==> config.mk <==
export PLATFORM = sky130hd
export DESIGN_NAME = wmaf_cfg
export DESIGN_NICKNAME = d
export VERILOG_FILES = /design/src/hdl/wmaf_pkg.sv /design/src/hdl/wmaf_cfg.sv
export SDC_FILE = /design/constraint.sdc
export NUM_CORES = 1
export LEC_CHECK = 0
export ABC_CLOCK_PERIOD_IN_PS = 1500
export BUFFER_PORTS_ARGS = -buffer_cell sky130_fd_sc_hd__buf_4
export CELL_PAD_IN_SITES_DETAIL_PLACEMENT = 1
export CELL_PAD_IN_SITES_GLOBAL_PLACEMENT = 1
export CORE_MARGIN = 3
export CORE_UTILIZATION = 30
export CTS_BUF_LIST = sky130_fd_sc_hd__clkbuf_2
export CTS_CLUSTER_SIZE = 8
export DETAILED_ROUTE_END_ITERATION = 7
export HOLD_SLACK_MARGIN = 0.05
export PLACE_DENSITY_LB_ADDON = 0.1
export RECOVER_POWER = 25
export SLEW_MARGIN = 30
export SYNTH_ARGS = -nofsm -noshare
export SYNTH_HDL_FRONTEND = slang
export SYNTH_SLANG_ARGS = --single-unit
==> constraint.sdc <==
create_clock -name clk -period 1.5 [get_ports clk]
set_input_delay 0.075 -clock clk [delete_from_list [all_inputs] [get_ports clk]]
set_output_delay 0.075 -clock clk [all_outputs]
set_load 0.02 [all_outputs]
==> src/hdl/wmaf_pkg.sv <==
`timescale 1ns / 1ps
`default_nettype none
// ----------------------------------------------------------------------------
// wmaf_pkg
// Shared types, codes and defaults of the weighted moving-average filter.
// ----------------------------------------------------------------------------
package wmaf_pkg;

  localparam int MAX_WINDOW_DEF       = 32;
  localparam int SAMPLE_BITS_DEF      = 16;
  localparam int WEIGHT_FRAC_BITS_DEF = 16;

  localparam int          ALPHA_BITS = 16;
  localparam logic [16:0] ALPHA_ONE  = 17'h10000;

  // register map
  localparam logic [1:0] REG_WINDOW = 2'd0;
  localparam logic [1:0] REG_MODE   = 2'd1;
  localparam logic [1:0] REG_ALPHA  = 2'd2;

  // weight profiles
  localparam logic [2:0] MODE_UNIFORM  = 3'd0;
  localparam logic [2:0] MODE_LINEAR   = 3'd1;
  localparam logic [2:0] MODE_EXP      = 3'd2;
  localparam logic [2:0] MODE_TRIANGLE = 3'd3;
  localparam logic [2:0] MODE_CUSTOM   = 3'd4;

  localparam logic [5:0]  WINDOW_RST = 6'd8;
  localparam logic [16:0] ALPHA_RST  = 17'd32768;

  // result status
  localparam logic [1:0] STATUS_OK     = 2'd0;
  localparam logic [1:0] STATUS_ZERO   = 2'd1;
  localparam logic [1:0] STATUS_REJECT = 2'd2;

  typedef enum logic [1:0] {
    OP_SAMPLE = 2'd0,
    OP_REINIT = 2'd1,
    OP_CLEAR  = 2'd2,
    OP_CUSTOM = 2'd3
  } op_t;

  typedef enum logic [2:0] {
    ST_IDLE,
    ST_PROF,
    ST_SUM,
    ST_MAC,
    ST_DIV,
    ST_DONE
  } state_t;

  typedef struct packed {
    logic load;
    logic sweep_step;
    logic mac_step;
    logic div_start;
    logic div_step;
    logic div_finish;
    logic out_load;
  } cmd_t;

  typedef struct packed {
    logic custom_ok;
    logic sweep_last;
    logic mac_done;
    logic total_zero;
    logic div_done;
  } stat_t;

endpackage
`default_nettype wire

==> src/hdl/wmaf_cfg.sv <==
`timescale 1ns / 1ps
`default_nettype none
// ----------------------------------------------------------------------------
// wmaf_cfg
// APB-style register file: window length, weight profile and decay alpha.
// ----------------------------------------------------------------------------
module wmaf_cfg (
  input  wire logic        clk,
  input  wire logic        rst_n,
  input  wire logic        psel,
  input  wire logic        penable,
  input  wire logic        pwrite,
  input  wire logic [3:0]  paddr,
  input  wire logic [31:0] pwdata,
  output logic      [31:0] prdata,
  output logic             pready,
  output logic      [5:0]  window_length,
  output logic      [2:0]  weight_mode,
  output logic      [16:0] decay_alpha
);

  logic [5:0]  window_length_r, window_length_nxt;
  logic [2:0]  weight_mode_r, weight_mode_nxt;
  logic [16:0] decay_alpha_r, decay_alpha_nxt;
  logic        wr_en;

  assign pready = 1'b1;
  assign wr_en  = psel & penable & pwrite & pready;

  always_comb begin
    window_length_nxt = window_length_r;
    weight_mode_nxt   = weight_mode_r;
    decay_alpha_nxt   = decay_alpha_r;
    if (wr_en) begin
      case (paddr[3:2])
        wmaf_pkg::REG_WINDOW: window_length_nxt = pwdata[5:0];
        wmaf_pkg::REG_MODE:   weight_mode_nxt   = pwdata[2:0];
        wmaf_pkg::REG_ALPHA:  decay_alpha_nxt   = pwdata[16:0];
        default: ;
      endcase
    end
  end

  always_comb begin
    case (paddr[3:2])
      wmaf_pkg::REG_WINDOW: prdata = {26'd0, window_length_r};
      wmaf_pkg::REG_MODE:   prdata = {29'd0, weight_mode_r};
      wmaf_pkg::REG_ALPHA:  prdata = {15'd0, decay_alpha_r};
      default:              prdata = 32'd0;
    endcase
  end

  always_ff @(posedge clk) begin
    if (!rst_n) begin
      window_length_r <= wmaf_pkg::WINDOW_RST;
      weight_mode_r   <= wmaf_pkg::MODE_UNIFORM;
      decay_alpha_r   <= wmaf_pkg::ALPHA_RST;
    end else begin
      window_length_r <= window_length_nxt;
      weight_mode_r   <= weight_mode_nxt;
      decay_alpha_r   <= decay_alpha_nxt;
    end
  end

  assign window_length = window_length_r;
  assign weight_mode   = weight_mode_r;
  assign decay_alpha   = decay_alpha_r;

endmodule
`default_nettype wire

==> impl_summary.txt <==
----------------------------------------------------
[GRT]
  Wire length of the first global-routing pass ... 6.35 mm
  Pin count of the biggest net entering global routing ... 43
  Gr usage total ... 15.1%
  Vias in the first global route ... 1296
  Overflow after GRT ... 0
  Number of antenna violations at the first check in global routing ... 0

[Timing]
  Transition time at the pin with the least slew margin ... 1030 ps
  Number of hold-slack violations in the final timing report ... 0
  Period minus WS final ... 1380 ps
  Worst hold slack across all endpoints ... 67.4 ps
  Timing-limited maximum frequency ... 0.727 GHz
  Max-slew headroom ... 31.2%
  Final setup violation count ... 0
  Max Transition Viols Final ... 0
  Setup repair after global routing missed its margin ... no
  Worst-case clock skew ... 0 ps
  Final critical-path share of the clock period ... 91.7%
  Accumulated negative setup slack ... 0 ps

[Yosys]
  Yosys cell types ... 22
  Leading area contributor after synthesis ... dfxtp_1
  Synth Register Bits ... 26
  YS warnings ... 0
  Per-instance average area after synthesis ... 8.70 um^2
  Largest cells by area after synthesis ... dfxtp_1 38%, mux2i_1 22%, nand2_1 12%
  Area share of the leading cell type in the synthesized netlist ... 37.6%
  Asr flop ratio synth ... 0%
  Number of synthesized flops with an enable pin ... 0
  Most used DFF post-synth ... dfxtp_1
  Cell count after synthesis ... 159
  Netlist area before placement ... 1380 um^2
  Register area share after synthesis ... 37.6%

[Worst setup path]
  Data arrival time at the worst-slack endpoint ... 1660 ps
  Data required time of the critical path ... 1790 ps
  R2R Path Start ... decay_alpha[1]$_SDFFE_PN0P_
  Cell chain of the critical path ... clkbuf_2 -> nor2b_4 -> and2_1 -> mux2i_1
  Reg-to-reg critical path endpoint ... decay_alpha[1]$_SDFFE_PN0P_
  Endpoint type of the worst setup path ... flop
  Worst path slowest cell ... and2_1
  Peak fanout along the critical path ... 17
  Setup slack, reg-to-reg ... 800 ps
  Launching element type of the critical path ... input pin
  Stage delay of the slowest cell on the critical path ... 810 ps
  Kind of critical path ... input pin to flop
  Number of cells on the worst reg-to-reg path ... 2

[Floorplanning]
  Initial Utilization ... 31.3%
  Die ar. ... 5460 um^2
  Placeable core region ... 4410 um^2
  Y dimension of the die ... 73.9 um
  Count of pins on the block boundary ... 100
  Width of the die ... 73.9 um
  Std cell rows ... 24

[Finish]
  Final Instance Count excl. Fillers ... 284
  Layout overhead on the synthesized area ... 42.7%
  Most common cell after layout, fill and taps aside ... buf_4
  Final standard cell utilization of the core ... 44.7%
  Highest-count cells in the layout ignoring fill and taps ... 66 x buf_4, 43 x nand2_1, 30 x mux2i_1
  Net count, final ... 275
  Antenna Cells ... 0
  Fraction of final layout cells sized beyond drive strength 1 ... 30.6%

[Flow run]
  Max-cap check violation count ... 0

[Drt]
  Mean routed wirelength per cell ... 14.0 um
  Violation count after the first detailed-routing iteration ... 41
  Remaining design rule violation count ... 0
  Routed vias/inst ... 4.51
  Total detailed-routing wirelength ... 3.99 mm
  Remaining number of nets flagged by the antenna check after routing ... 0
  Overall via count from detail_route ... 1282
  Pre-Repair DR Iteration Count ... 4

[Placement]
  Final estimated routing congestion in global placement ... 0.799
  Port bufs ... 66
  Sum of net half-perimeters after detailed placement ... 2.89 mm
  Instance count after placement with tap cells included ... 264

[Worst hold path]
  Number of stages on the worst hold path ... 3
  Launch point of the worst hold path ... paddr[2]
  Worst hold path class ... input pin to flop
  Terminating pin of the worst hold path ... window_length[3]$_SDFFE_PN1P_

[Clock tree]
  Clock latency at the later pin of the worst-skew pair ... 360 ps
  CTS sink count ... 26
  Number of H-tree branching levels ... 1
  Cts bufs inserted ... 3
  Cell at the root of the clock tree ... clkbuf_2
  Post-CTS Setup Bufs ... 0
  Buffer levels on the longest clock path ... 2
  Clock edge transition at the registers on the reported setup and hold paths ... 250 ps
  Clock tree from TritonCTS ... built

[Pwr]
  Power Total ... 1.21 mW
  Peak VDD IR ... 0.226 mV
  Total power divided by cell area ... 616 nW/um^2
  Static power due to leakage ... 0.950 nW

[Outcome]
  Status ... complete, no violations

----------------------------------------------------
critical path: cells and delay by family:
| kind | cells | cell delay [ps] |
|---|---|---|
| mux | 1 | 280 |
| buf+inv | 1 | 280 |
| simple gates | 2 | 1020 |
cell families after synthesis:
kind of cell,synth area share (%)
and+or+nand+nor,21.6
buffers and inverters,15.7
DFF,37.6
muxes,21.7
other,0.543
AOI/OAI and AO/OA,2.71
per-stage QoR:
| stage | worst slack [ps] | cell area, um^2 |
|---|---|---|
| floorplan | 399 | 1440 |
| global placement | 404 | 1790 |
| detailed placement | 375 | 1790 |
| CTS | 147 | 1980 |
| global route | 19.0 | 1970 |
| finish | 124 | 1970 |
sequential cells by signal, summed over array words and instances, names as in the netlist:
| register | cells |
|---|---|
| window_length | 6 |
| weight_mode | 3 |
| decay_alpha | 17 |
routing by layer:
layer	track usage, %	part of all wire (%)	vias to the layer above
met5	0	0	-
met4	5.43	1.4	0
met3	1.78	5.2	5
met2	27.5	54	43
met1	17.9	40	612
li1	-	-	622
cell usage after synthesis, types with 2 or more instances:
cell type  instances
buf_2              2
buf_4             16
nand3_1            2
inv_1              2
nand2_1           43
clkbuf_1           6
nor2_1             3
dfxtp_1           26
o21ai_0            3
and2_1            12
conb_1             2
buf_6              2
mux2i_1           30
o211ai_1           2
area by class of cell:
type / count / area, um^2
well taps: 52 / 65.1
fillers: 549 / 2440
flip-flops and latches: 26 / 520
repair buffers: 84 / 671
clock buffers: 3 / 15.0
multi-input cells: 117 / 694
inverters: 2 / 7.51
worst max path at each step:
stage,from,end,cells after the start
after detailed placement,paddr[3],decay_alpha[8]$_SDFFE_PN0P_,4
final,paddr[3],decay_alpha[8]$_SDFFE_PN0P_,4
after global placement,paddr[2],window_length[2]$_SDFFE_PN0P_,3
after CTS,decay_alpha[1]$_SDFFE_PN0P_,prdata[1],3
after global routing,paddr[3],decay_alpha[8]$_SDFFE_PN0P_,4
after floorplan,decay_alpha[0]$_SDFFE_PN0P_,prdata[0],2
where the power goes:
part | internal [mW] | leakage (nW) | switching, mW | total (mW)
combinational | 0.110 | 0.727 | 0.133 | 0.243
clock | 0.0543 | 0.0125 | 0.208 | 0.262
sequential | 0.702 | 0.210 | 0.00734 | 0.710
total | 0.867 | 0.950 | 0.348 | 1.21
timing repair:
action	4_1_cts	5_1_grt
resized for setup	0	0
endpoints found under the hold margin	26	0
hold buffers	17	0
(Power assumes the default switching activity.)
