==> config.mk <==
export PLATFORM = sky130hd
export DESIGN_NAME = wmaf_ctrl
export DESIGN_NICKNAME = d
export VERILOG_FILES = /design/src/hdl/wmaf_pkg.sv /design/src/hdl/wmaf_ctrl.sv
export SDC_FILE = /design/constraint.sdc
export NUM_CORES = 1
export LEC_CHECK = 0
export BUFFER_PORTS_ARGS = -buffer_cell sky130_fd_sc_hd__buf_2
export CAP_MARGIN = 40
export CORE_AREA = 2 2 39 41
export DETAILED_ROUTE_END_ITERATION = 10
export DIE_AREA = 0 0 41 43
export GPL_TIMING_DRIVEN = 0
export PLACE_DENSITY_LB_ADDON = 0.15
export SYNTH_ARGS = -nofsm -noshare
export SYNTH_HDL_FRONTEND = slang
export SYNTH_SLANG_ARGS = --single-unit
==> constraint.sdc <==
create_clock -name clk -period 1.6 [get_ports clk]
set_input_delay 0.16 -clock clk [delete_from_list [all_inputs] [get_ports clk]]
set_output_delay 0.16 -clock clk [all_outputs]
set_load 0.01 [all_outputs]
==> src/hdl/wmaf_pkg.sv <==
`timescale 1ns / 1ps
`default_nettype none
// ----------------------------------------------------------------------------
// wmaf_pkg
// Shared types, codes and defaults of the weighted moving-average filter.
// ----------------------------------------------------------------------------
package wmaf_pkg;

  localparam int MAX_WINDOW_DEF       = 32;
  localparam int SAMPLE_BITS_DEF      = 16;
  localparam int WEIGHT_FRAC_BITS_DEF = 16;

  localparam int          ALPHA_BITS = 16;
  localparam logic [16:0] ALPHA_ONE  = 17'h10000;

  // register map
  localparam logic [1:0] REG_WINDOW = 2'd0;
  localparam logic [1:0] REG_MODE   = 2'd1;
  localparam logic [1:0] REG_ALPHA  = 2'd2;

  // weight profiles
  localparam logic [2:0] MODE_UNIFORM  = 3'd0;
  localparam logic [2:0] MODE_LINEAR   = 3'd1;
  localparam logic [2:0] MODE_EXP      = 3'd2;
  localparam logic [2:0] MODE_TRIANGLE = 3'd3;
  localparam logic [2:0] MODE_CUSTOM   = 3'd4;

  localparam logic [5:0]  WINDOW_RST = 6'd8;
  localparam logic [16:0] ALPHA_RST  = 17'd32768;

  // result status
  localparam logic [1:0] STATUS_OK     = 2'd0;
  localparam logic [1:0] STATUS_ZERO   = 2'd1;
  localparam logic [1:0] STATUS_REJECT = 2'd2;

  typedef enum logic [1:0] {
    OP_SAMPLE = 2'd0,
    OP_REINIT = 2'd1,
    OP_CLEAR  = 2'd2,
    OP_CUSTOM = 2'd3
  } op_t;

  typedef enum logic [2:0] {
    ST_IDLE,
    ST_PROF,
    ST_SUM,
    ST_MAC,
    ST_DIV,
    ST_DONE
  } state_t;

  typedef struct packed {
    logic load;
    logic sweep_step;
    logic mac_step;
    logic div_start;
    logic div_step;
    logic div_finish;
    logic out_load;
  } cmd_t;

  typedef struct packed {
    logic custom_ok;
    logic sweep_last;
    logic mac_done;
    logic total_zero;
    logic div_done;
  } stat_t;

endpackage
`default_nettype wire

==> src/hdl/wmaf_ctrl.sv <==
`timescale 1ns / 1ps
`default_nettype none
// ----------------------------------------------------------------------------
// wmaf_ctrl
// Sequencer: profile sweep, weight sum sweep, multiply-accumulate, divide.
// ----------------------------------------------------------------------------
module wmaf_ctrl (
  input  wire logic            clk,
  input  wire logic            rst_n,
  input  wire logic            in_valid,
  input  wire logic [1:0]      in_operation,
  output logic                 in_stall,
  output logic                 out_valid,
  input  wire logic            out_stall,
  input  wire wmaf_pkg::stat_t stat,
  output wmaf_pkg::cmd_t       cmd
);

  wmaf_pkg::state_t state_r, state_nxt;
  logic             out_valid_r, out_valid_nxt;
  logic             slot_free;

  assign slot_free = !out_valid_r || !out_stall;

  always_comb begin
    state_nxt = state_r;
    case (state_r)
      wmaf_pkg::ST_IDLE: begin
        if (in_valid) begin
          case (wmaf_pkg::op_t'(in_operation))
            wmaf_pkg::OP_SAMPLE: state_nxt = wmaf_pkg::ST_MAC;
            wmaf_pkg::OP_REINIT: state_nxt = wmaf_pkg::ST_PROF;
            wmaf_pkg::OP_CUSTOM: state_nxt = stat.custom_ok ? wmaf_pkg::ST_SUM
                                                            : wmaf_pkg::ST_DONE;
            default:             state_nxt = wmaf_pkg::ST_DONE;
          endcase
        end
      end
      wmaf_pkg::ST_PROF, wmaf_pkg::ST_SUM: begin
        if (stat.sweep_last) state_nxt = wmaf_pkg::ST_DONE;
      end
      wmaf_pkg::ST_MAC: begin
        if (stat.mac_done) begin
          state_nxt = stat.total_zero ? wmaf_pkg::ST_DONE : wmaf_pkg::ST_DIV;
        end
      end
      wmaf_pkg::ST_DIV: begin
        if (stat.div_done) state_nxt = wmaf_pkg::ST_DONE;
      end
      wmaf_pkg::ST_DONE: begin
        if (slot_free) state_nxt = wmaf_pkg::ST_IDLE;
      end
      default: state_nxt = wmaf_pkg::ST_IDLE;
    endcase
  end

  always_comb begin
    cmd            = '0;
    in_stall       = (state_r != wmaf_pkg::ST_IDLE);
    cmd.load       = (state_r == wmaf_pkg::ST_IDLE) && in_valid;
    cmd.sweep_step = (state_r == wmaf_pkg::ST_PROF) || (state_r == wmaf_pkg::ST_SUM);
    cmd.mac_step   = (state_r == wmaf_pkg::ST_MAC) && !stat.mac_done;
    cmd.div_start  = (state_r == wmaf_pkg::ST_MAC) && stat.mac_done;
    cmd.div_step   = (state_r == wmaf_pkg::ST_DIV) && !stat.div_done;
    cmd.div_finish = (state_r == wmaf_pkg::ST_DIV) && stat.div_done;
    cmd.out_load   = (state_r == wmaf_pkg::ST_DONE) && slot_free;
  end

  // output word stays until taken
  always_comb begin
    if (cmd.out_load) out_valid_nxt = 1'b1;
    else if (!out_stall) out_valid_nxt = 1'b0;
    else out_valid_nxt = out_valid_r;
  end

  always_ff @(posedge clk) begin
    if (!rst_n) begin
      state_r     <= wmaf_pkg::ST_IDLE;
      out_valid_r <= 1'b0;
    end else begin
      state_r     <= state_nxt;
      out_valid_r <= out_valid_nxt;
    end
  end

  assign out_valid = out_valid_r;

  a_accept_leaves_idle: assert property (@(posedge clk) disable iff (!rst_n)
    (in_valid && !in_stall) |=> (state_r != wmaf_pkg::ST_IDLE))
    else $error("accepted word did not start work");

  a_no_overwrite: assert property (@(posedge clk) disable iff (!rst_n)
    cmd.out_load |-> (!out_valid_r || !out_stall))
    else $error("result loaded over a pending word");

  a_div_nonzero: assert property (@(posedge clk) disable iff (!rst_n)
    (state_r == wmaf_pkg::ST_DIV) |-> !stat.total_zero)
    else $error("divide entered with zero weight sum");

endmodule
`default_nettype wire

==> results of run 1 <==
-- routing by layer --
layer  up-vias  share of wire [%]  track usage, %
met5         -                  0               0
met1       176                 46            16.1
met3         2                5.9            3.14
met4         0                1.2            12.0
met2        12                 47            15.3
li1        218                  -               -
-- registers in the layout, indices dropped and copies added, names as in the netlist --
signal and count:
out_valid 1, state_r 3
-- per-stage QoR --
step                      instances  power [mW]
after floorplan                  46       0.497
after global placement           81       0.633
after detailed placement         81       0.629
after CTS                        84       0.757
after global routing             84       0.812
final                            84       0.750
-- worst reg2reg max path, cell delays in order, from the launching register on --
cell,delay [ns]
dfxtp_1,0.33
buf_6,0.15
nor4b_1,0.31
a211o_1,0.24
a211oi_2,0.05
o211a_1,0.21
-- cell type report --
class	count	share of cell area, %
clock buffers	3	4.47
well taps	16	3.97
multi-input cells	37	49.1
repair buffers	19	18.9
inverters	1	0.744
flip-flops and latches	4	15.9
plain buffers	4	6.95
-- how the worst max path moves through the flow --
| stage | to | slack (ns) | cells after the start | startpoint |
|---|---|---|---|---|
| after floorplan | state_r[2] | 0.31 | 4 | state_r[0] |
| after detailed placement | state_r[2] | 0.22 | 5 | state_r[0] |
| final | cmd[6] | 0.12 | 4 | state_r[2] |
| after CTS | cmd[6] | 0.1 | 4 | state_r[2] |
| after global routing | cmd[0] | 0.02 | 5 | state_r[2] |
| after global placement | state_r[2] | 0.24 | 5 | state_r[0] |
-- cells by family (layout without fill, tap and decap cells) --
| group | count (synthesis) | after routing | share of synthesized area, % |
|---|---|---|---|
| AND/OR/NAND/NOR | 22 | 22 | 35.2 |
| multiplexers | 1 | 1 | 2.73 |
| flip-flops | 4 | 4 | 21.8 |
| buffers and inverters | 5 | 27 | 10.6 |
| XOR/XNOR | 1 | 1 | 2.39 |
| AO/OA/AOI/OAI | 13 | 13 | 27.3 |
-- cells in the mapped netlist (2+ instances only) --
master / instances / area [µm²]
dfxtp_1: 4 / 80.1
a21boi_0: 2 / 15.0
o21ai_0: 2 / 10.0
buf_6: 2 / 22.5
o211ai_1: 2 / 15.0
o31ai_1: 2 / 15.0
nand2_1: 4 / 15.0
nand3_1: 4 / 20.0
nor2_1: 2 / 7.51
nor3_1: 2 / 10.0
nor2b_1: 2 / 12.5
-- power by group --
group / total [mW] / internal [mW] / switching [mW]
Sequential: 0.168 / 0.133 / 0.0348
Combinational: 0.453 / 0.210 / 0.243
Clock: 0.129 / 0.0841 / 0.0447
Total: 0.750 / 0.427 / 0.323
==> flow_summary.toml, run 1 <==
[floorplanning]
die_area_mm2 = 0.00176
start_util_pct = 26.5
die_w_um = 41
ios = 20
die_h_um = 43
num_rows = 14
coreArea_mm2 = 0.00138

[clock_network]
hold_buffers = 0
cts.sinks = 4
cts_max_level = 1
clkSlewWorstSetupHoldPaths_ns = 0.04
cts_buffer_depth = 2
cts_tree = "built"
post_cts_resized = 0
clock_latency_ns = 0.24
cts_root_buf = "clkbuf_4"
cts_made_buffers = 3
postCtsSetupBuffers = 0

[placed_design]
pre_cts_ws_ns = 0.222
dp_hpwl_um = 682
gp_congestion = 0.711
dpl_cell_area_um2 = 482
io_buffers = 19

[synth]
synth-main-ff-cell = "dfxtp_1"
syn-num-nets = 57
ys_seq_area_share_pct = 21.8
syn_area_per_cell_um2 = 7.97
ys_seq_elements = 4
synth_edf_count = 0
syn_area_um2 = 367
synth_cell_type_count = 29
async_reset_ff_share_pct = 0
synthCells = 46
synth-warning-count = 0

[cells_and_area]
regArea_um2 = 80.1
utilization_pct = 36.4
drive_gt1_share_pct = 42.6
diodes = 0
n_fill_cell = 154
nets = 81
final_cell_mix = "buf_2, nand2_1, nand3_1, dfxtp_1, clkbuf_4"
multi_input_area_um2 = 248
layout-area-overhead-vs-synth_pct = 37.5
layout_commonest_cell = "buf_2"
final_cell_area_um2 = 504

[timing]
layout_setup_ws_ns = 0.121
setup_viol = 0
fin_crit_sh_pct = 92.5
fin_skew_ns = 0.00116
worstMarginPinSlew_ns = 0.315
hold_viol = 0
hold-worst-slack_ns = 0.212
relSlewSlack_pct = 78.8
slew_viol_final = 0
grt_setup_unrepaired = "false"
timing.setup.tns_ns = 0
fmax_ghz = 0.676
final.min_clock_period_ns = 1.48

[pwr]
p_per_area_mw_per_mm2 = 1490
p_leak_nw = 0.238
ir_drop_mv = 0.454

[detailed_routing]
vias = 408
drtPass1Iterations = 4
drt_iter0_drc = 1
ant_nets = 0
wire_per_inst_um = 10.3
drcViolationCount = 0
drt_wl_total_um = 867
vias_per_cell = 4.86

[hold_path]
hold_end = "state_r[1]"
worstHoldStart = "rst_n"
hold_depth = 3
hp-class = "in2reg"

[setup_path]
cp_common_cell = "buf_2"
crit_family = "simple AND/OR/NAND/NOR gates"
ff2ff_path_depth = 5
worstPathRequired_ns = 1.44
crit_path_end_kind = "output pin"
max_stage_delay_ns = 0.34
rrSetupSlack_ns = 0.21
regToRegEndpoint = "state_r[2]"
cp_num_buf_inv = 2
cpMaxStageDelayCell = "dfxtp_1"
critPathMaxFanout = 10
cp_cell_sequence = "buf_2, nor3_1, and2_1, buf_2"
startpoint_type = "flip-flop"
criticalPathCategory = "reg2out"
cp.arrival_ns = 1.32
timing.rr.start = "state_r[0]"

[global_routing]
grt_usage_pct = 12.3
grt_pass1_vias = 349
antenna_found_initial = 0
grt_remaining_overflow = 0
grt_max_degree = 11
grt_pass1_wl_um = 1410

[job]
maxCapViolCount = 0

[outcome]
status = "finished clean"
No activity file was read; power rests on OpenSTA's default activity.
==> run 2, diff against run 1 <==
==> constraint.sdc (replaced) <==
create_clock -name clk -period 1.6 [get_ports clk]
set_input_delay 0.24 -clock clk [delete_from_list [all_inputs] [get_ports clk]]
set_output_delay 0.24 -clock clk [all_outputs]
set_load 0.01 [all_outputs]
==> run 2 against run 1 <==
Effect of this change: wire length up 0.35%; hold slack improved by 0.080 ns; combinational power up 2%; flip-flop and latch count unchanged; core utilization is 0.27 points higher; first-iteration DRC count grew to 3.0 times the previous value; cell area is 0.74% higher; register-to-register slack about the same; clock power about the same; highest routed layer unchanged.
==> flow_summary.toml, run 2 (synthesized netlist as in run 1, its figures left out) <==
[floorplanning]
ios = 20
start_util_pct = 26.5
die_w_um = 41
die_h_um = 43
coreArea_mm2 = 0.00138
num_rows = 14
die_area_mm2 = 0.00176

[detailed_routing]
drt_wl_total_um = 870
ant_nets = 0
vias = 407
wire_per_inst_um = 10.4
drcViolationCount = 0
drt_iter0_drc = 3
drtPass1Iterations = 4
vias_per_cell = 4.85

[global_routing]
grt_max_degree = 11
grt_usage_pct = 12.3
antenna_found_initial = 0
grt_remaining_overflow = 0
grt_pass1_wl_um = 1410
grt_pass1_vias = 349

[pwr]
p_int_mw = 0.437
p_total_mw = 0.761
p_seq_share_pct = 22.5
p_comb_share_pct = 60.5
swShare_pct = 42.6
switchingPower_mw = 0.324
p_per_area_mw_per_mm2 = 1500
p_leak_nw = 0.239
pwr-share-clk_pct = 17.0
ir_drop_mv = 0.477

[clock_network]
hold_buffers = 0
cts_made_buffers = 3
cts.sinks = 4
clkSlewWorstSetupHoldPaths_ns = 0.04
cts_root_buf = "clkbuf_4"
clock_latency_ns = 0.24
cts_max_level = 1
cts_buffer_depth = 2
cts_tree = "built"

[cells_and_area]
diodes = 0
regArea_um2 = 81.3
layout-area-overhead-vs-synth_pct = 38.6
largest_reg_flops = 3
drive_gt1_share_pct = 44.1
final_cell_mix = "buf_2, nand2_1, nand3_1, clkbuf_4, dfxtp_1"
n_fill_cell = 152
multi_input_area_um2 = 248
top_register = "state_r"
layout_commonest_cell = "buf_2"
final_cell_area_um2 = 508
nets = 81

[setup_path]
critPathMaxFanout = 10
regToRegEndpoint = "state_r[2]"
rrSetupSlack_ns = 0.21
ff2ff_path_depth = 5
worstPathRequired_ns = 1.36
startpoint_type = "flip-flop"
timing.rr.start = "state_r[0]"
criticalPathCategory = "reg2out"
cp.arrival_ns = 1.31
crit_end = "cmd[6]"
crit_path_end_kind = "output pin"
crit_start = "state_r[0]"

[timing]
hold_viol = 0
setup_viol = 0
slew_viol_final = 0
worstMarginPinSlew_ns = 0.315
hold-worst-slack_ns = 0.291
timing.setup.tns_ns = 0
final.min_clock_period_ns = 1.55
grt_setup_unrepaired = "true"
relSlewSlack_pct = 78.8
fin_crit_sh_pct = 96.9
fin_skew_ns = 0.00205
fmax_ghz = 0.645

[placed_design]
dpl_cell_area_um2 = 482
io_buffers = 19
dp_hpwl_um = 682
gp_congestion = 0.711

[job]
maxCapViolCount = 0

[outcome]
status = "finished clean"

[hold_path]
hp-class = "in2reg"
run 2: cell counts in the layout (fill, tap and decap cells not counted):
No cell type changed its count.
run 2: layout make-up:
type,instances,share of cell area [%]
Buffer,4,7.39
Clock buffer,3,4.43
Inverter,1,0.739
Multi-Input combinational cell,37,48.8
Sequential cell,4,16.0
Tap cell,16,3.94
Timing Repair Buffer,19,18.7
run 2: worst min path at each step:
stage / startpoint / end / depth (start not counted)
6_report: rst_n / state_r[1] / 3
2_1_floorplan: rst_n / state_r[1] / 2
3_3_place_gp: out_valid / out_valid / 2
5_1_grt: rst_n / out_valid / 2
3_5_place_dp: out_valid / out_valid / 2
4_1_cts: rst_n / state_r[1] / 3
run 2: metal layers:
layer  global-route usage [%]  part of all wire, %
met1                     16.1                   46
met2                     15.3                   47
met3                     3.14                  5.9
met5                        0                    0
met4                     12.0                  1.1
run 2: through the flow:
stage	utilization, %	cells	setup slack, ns
after floorplan	-	46	0.305
after global placement	34.8	81	0.241
after detailed placement	34.8	81	0.222
after CTS	36.4	84	0.0177
after global routing	36.7	84	-0.0127
final	36.7	84	0.0496
run 2: power by group through the flow:
stage               clock network, mW  registers (mW)  logic, mW
finish                          0.130           0.171      0.460
global route                    0.129           0.178      0.515
CTS                             0.129           0.169      0.459
detailed placement                  0           0.170      0.458
global placement                    0           0.172      0.461
floorplan                           0           0.166      0.331
run 2: worst max-delay path: stages (launching register included):
cell and delay (ns):
dfxtp_1 0.33, buf_6 0.15, nor3_1 0.31, and2_1 0.17
buf_2 0.12
run 2: what timing repair did:
item                                    4_1_cts  5_1_grt
gates resized for setup                       0        3
endpoints found under the setup margin        0        2
setup buffers                                 0        0
==> run 3, diff against run 2 <==
==> constraint.sdc (replaced) <==
create_clock -name clk -period 1.6 [get_ports clk]
set_input_delay 0.32 -clock clk [delete_from_list [all_inputs] [get_ports clk]]
set_output_delay 0.32 -clock clk [all_outputs]
set_load 0.01 [all_outputs]
==> run 3 against run 2 <==
Effect of this change: total power rose by 4.6%; first-iteration DRC count grew to 2.7 times the previous value; global-route usage unchanged; largest cell class unchanged; register-to-register slack got worse by 0.04 ns; sequential power is essentially flat.
==> flow_summary.toml, run 3 (synthesized netlist as in run 1, its figures left out) <==
[cells_and_area]
largest_reg_flops = 3
n_fill_cell = 147
nets = 84
layout-area-overhead-vs-synth_pct = 47.1
layout_commonest_cell = "buf_2"
final_cells = 87
top_register = "state_r"
drive_gt1_share_pct = 47.9
diodes = 0
final_cell_mix = "buf_2, nand2_1, nand3_1, buf_4"

[clock_network]
cts_made_buffers = 3
clkSlewWorstSetupHoldPaths_ns = 0.04
cts_tree = "built"
clock_latency_ns = 0.24
hold_buffers = 0
cts_max_level = 1
cts_root_buf = "clkbuf_4"
cts_buffer_depth = 2
cts.sinks = 4

[setup_path]
cp.arrival_ns = 1.22
timing.rr.start = "state_r[1]"
crit_family = "buffers and inverters"
crit_path_end_kind = "output pin"
ff2ff_path_depth = 6
startpoint_type = "flip-flop"
rrSetupSlack_ns = 0.17
critPathMaxFanout = 10
crit_start = "state_r[1]"
cp_num_buf_inv = 3
max_stage_delay_ns = 0.32
criticalPathCategory = "reg2out"
cp_cell_sequence = "buf_6, nand3b_1, a21oi_1, buf_4, buf_2"
regToRegEndpoint = "state_r[0]"
worstPathRequired_ns = 1.28
cpMaxStageDelayCell = "dfxtp_1"

[floorplanning]
die_area_mm2 = 0.00176
start_util_pct = 26.5
coreArea_mm2 = 0.00138
die_h_um = 43
die_w_um = 41
ios = 20
num_rows = 14

[detailed_routing]
drcViolationCount = 0
wire_per_inst_um = 10.2
vias = 412
drt_wl_total_um = 887
drtPass1Iterations = 3
drt_iter0_drc = 8
vias_per_cell = 4.74
ant_nets = 0

[global_routing]
grt_pass1_vias = 349
antenna_found_initial = 0
grt_usage_pct = 12.3
met1_usage_pct = 16.1
grt_remaining_overflow = 0
grt_use_met2_pct = 15.3
grt_max_degree = 11
met3_usage_pct = 3.14
grt_pass1_wl_um = 1410
top_usage_layer = "met1"

[timing]
fin_crit_sh_pct = 96.1
relSlewSlack_pct = 80.9
final.min_clock_period_ns = 1.54
setup_viol = 0
hold_viol = 0
timing.setup.tns_ns = 0
fmax_ghz = 0.651
worstMarginPinSlew_ns = 0.284
slew_viol_final = 0
grt_setup_unrepaired = "false"
fin_skew_ns = 0.000990

[outcome]
status = "finished clean"

[hold_path]
worstHoldStart = "rst_n"
hold_depth = 3
hp-class = "in2reg"
hold_end = "state_r[1]"

[job]
maxCapViolCount = 0

[pwr]
p_leak_nw = 0.256
p_per_area_mw_per_mm2 = 1480
p_total_mw = 0.795
ir_drop_mv = 0.416

[placed_design]
io_buffers = 19
dp_hpwl_um = 682
gp_congestion = 0.711
placed_cells = 81
[run 3: changes by cell type in the layout (fill, tap and decap cells not counted)]
cell / previous run / this run
buf_4: 2 / 4
buf_6: 2 / 3
nor3_1: 2 / 1
nor3_2: 0 / 1
[run 3: report_power, final]
part           leakage [nW]  internal [mW]  total, mW  switching, mW
logic                 0.209          0.245      0.496          0.251
clock network        0.0138         0.0839      0.125         0.0415
registers            0.0332          0.136      0.174         0.0382
[run 3: worst max path at each step]
stage                             to  slack (ns)  cells after the start
final                         cmd[0]        0.06                      5
after floorplan           state_r[2]        0.31                      4
after global routing          cmd[0]       0.002                      5
after detailed placement      cmd[6]        0.19                      4
after CTS                     cmd[0]      0.0008                      5
after global placement        cmd[0]        0.17                      5
[run 3: cell type report]
cell class	count	area (µm²)	share of cell area, %
Buffer	4	41.3	7.66
Clock buffer	3	22.5	4.18
Inverter	1	3.75	0.696
Multi-Input combinational cell	37	253	46.9
Sequential cell	4	81.3	15.1
Tap cell	16	20.0	3.71
Timing Repair Buffer	22	118	21.8
[run 3: stage by stage]
step / utilization (%) / instance area [µm²] / setup WS [ns] / hold slack, ns
6_report: 39.0 / 539 / 0.0630 / 0.371
2_1_floorplan: - / 367 / 0.305 / 0.461
3_5_place_dp: 34.8 / 482 / 0.193 / 0.521
4_1_cts: 37.0 / 512 / 0.000774 / 0.370
5_1_grt: 39.0 / 539 / 0.00183 / 0.397
3_3_place_gp: 34.8 / 482 / 0.174 / 0.522
[run 3: worst register-to-register path, delay by kind of cell, from the launching register on]
family                 cells  cell delay [ns]
multiplexers               1             0.10
flip-flops                 1             0.32
AO/OA/AOI/OAI              3             0.60
buffers and inverters      2             0.28
[run 3: layer usage]
metal  share of wire [%]  wire (µm)
met4                 3.0         27
met3                 5.9         52
met5                   0          0
met1                  45        401
met2                  46        406
[run 3: repair_timing]
action                                  in CTS  in global routing
endpoints found under the setup margin       3                  1
gates resized for setup                      2                  2
buffers inserted                             0                  3
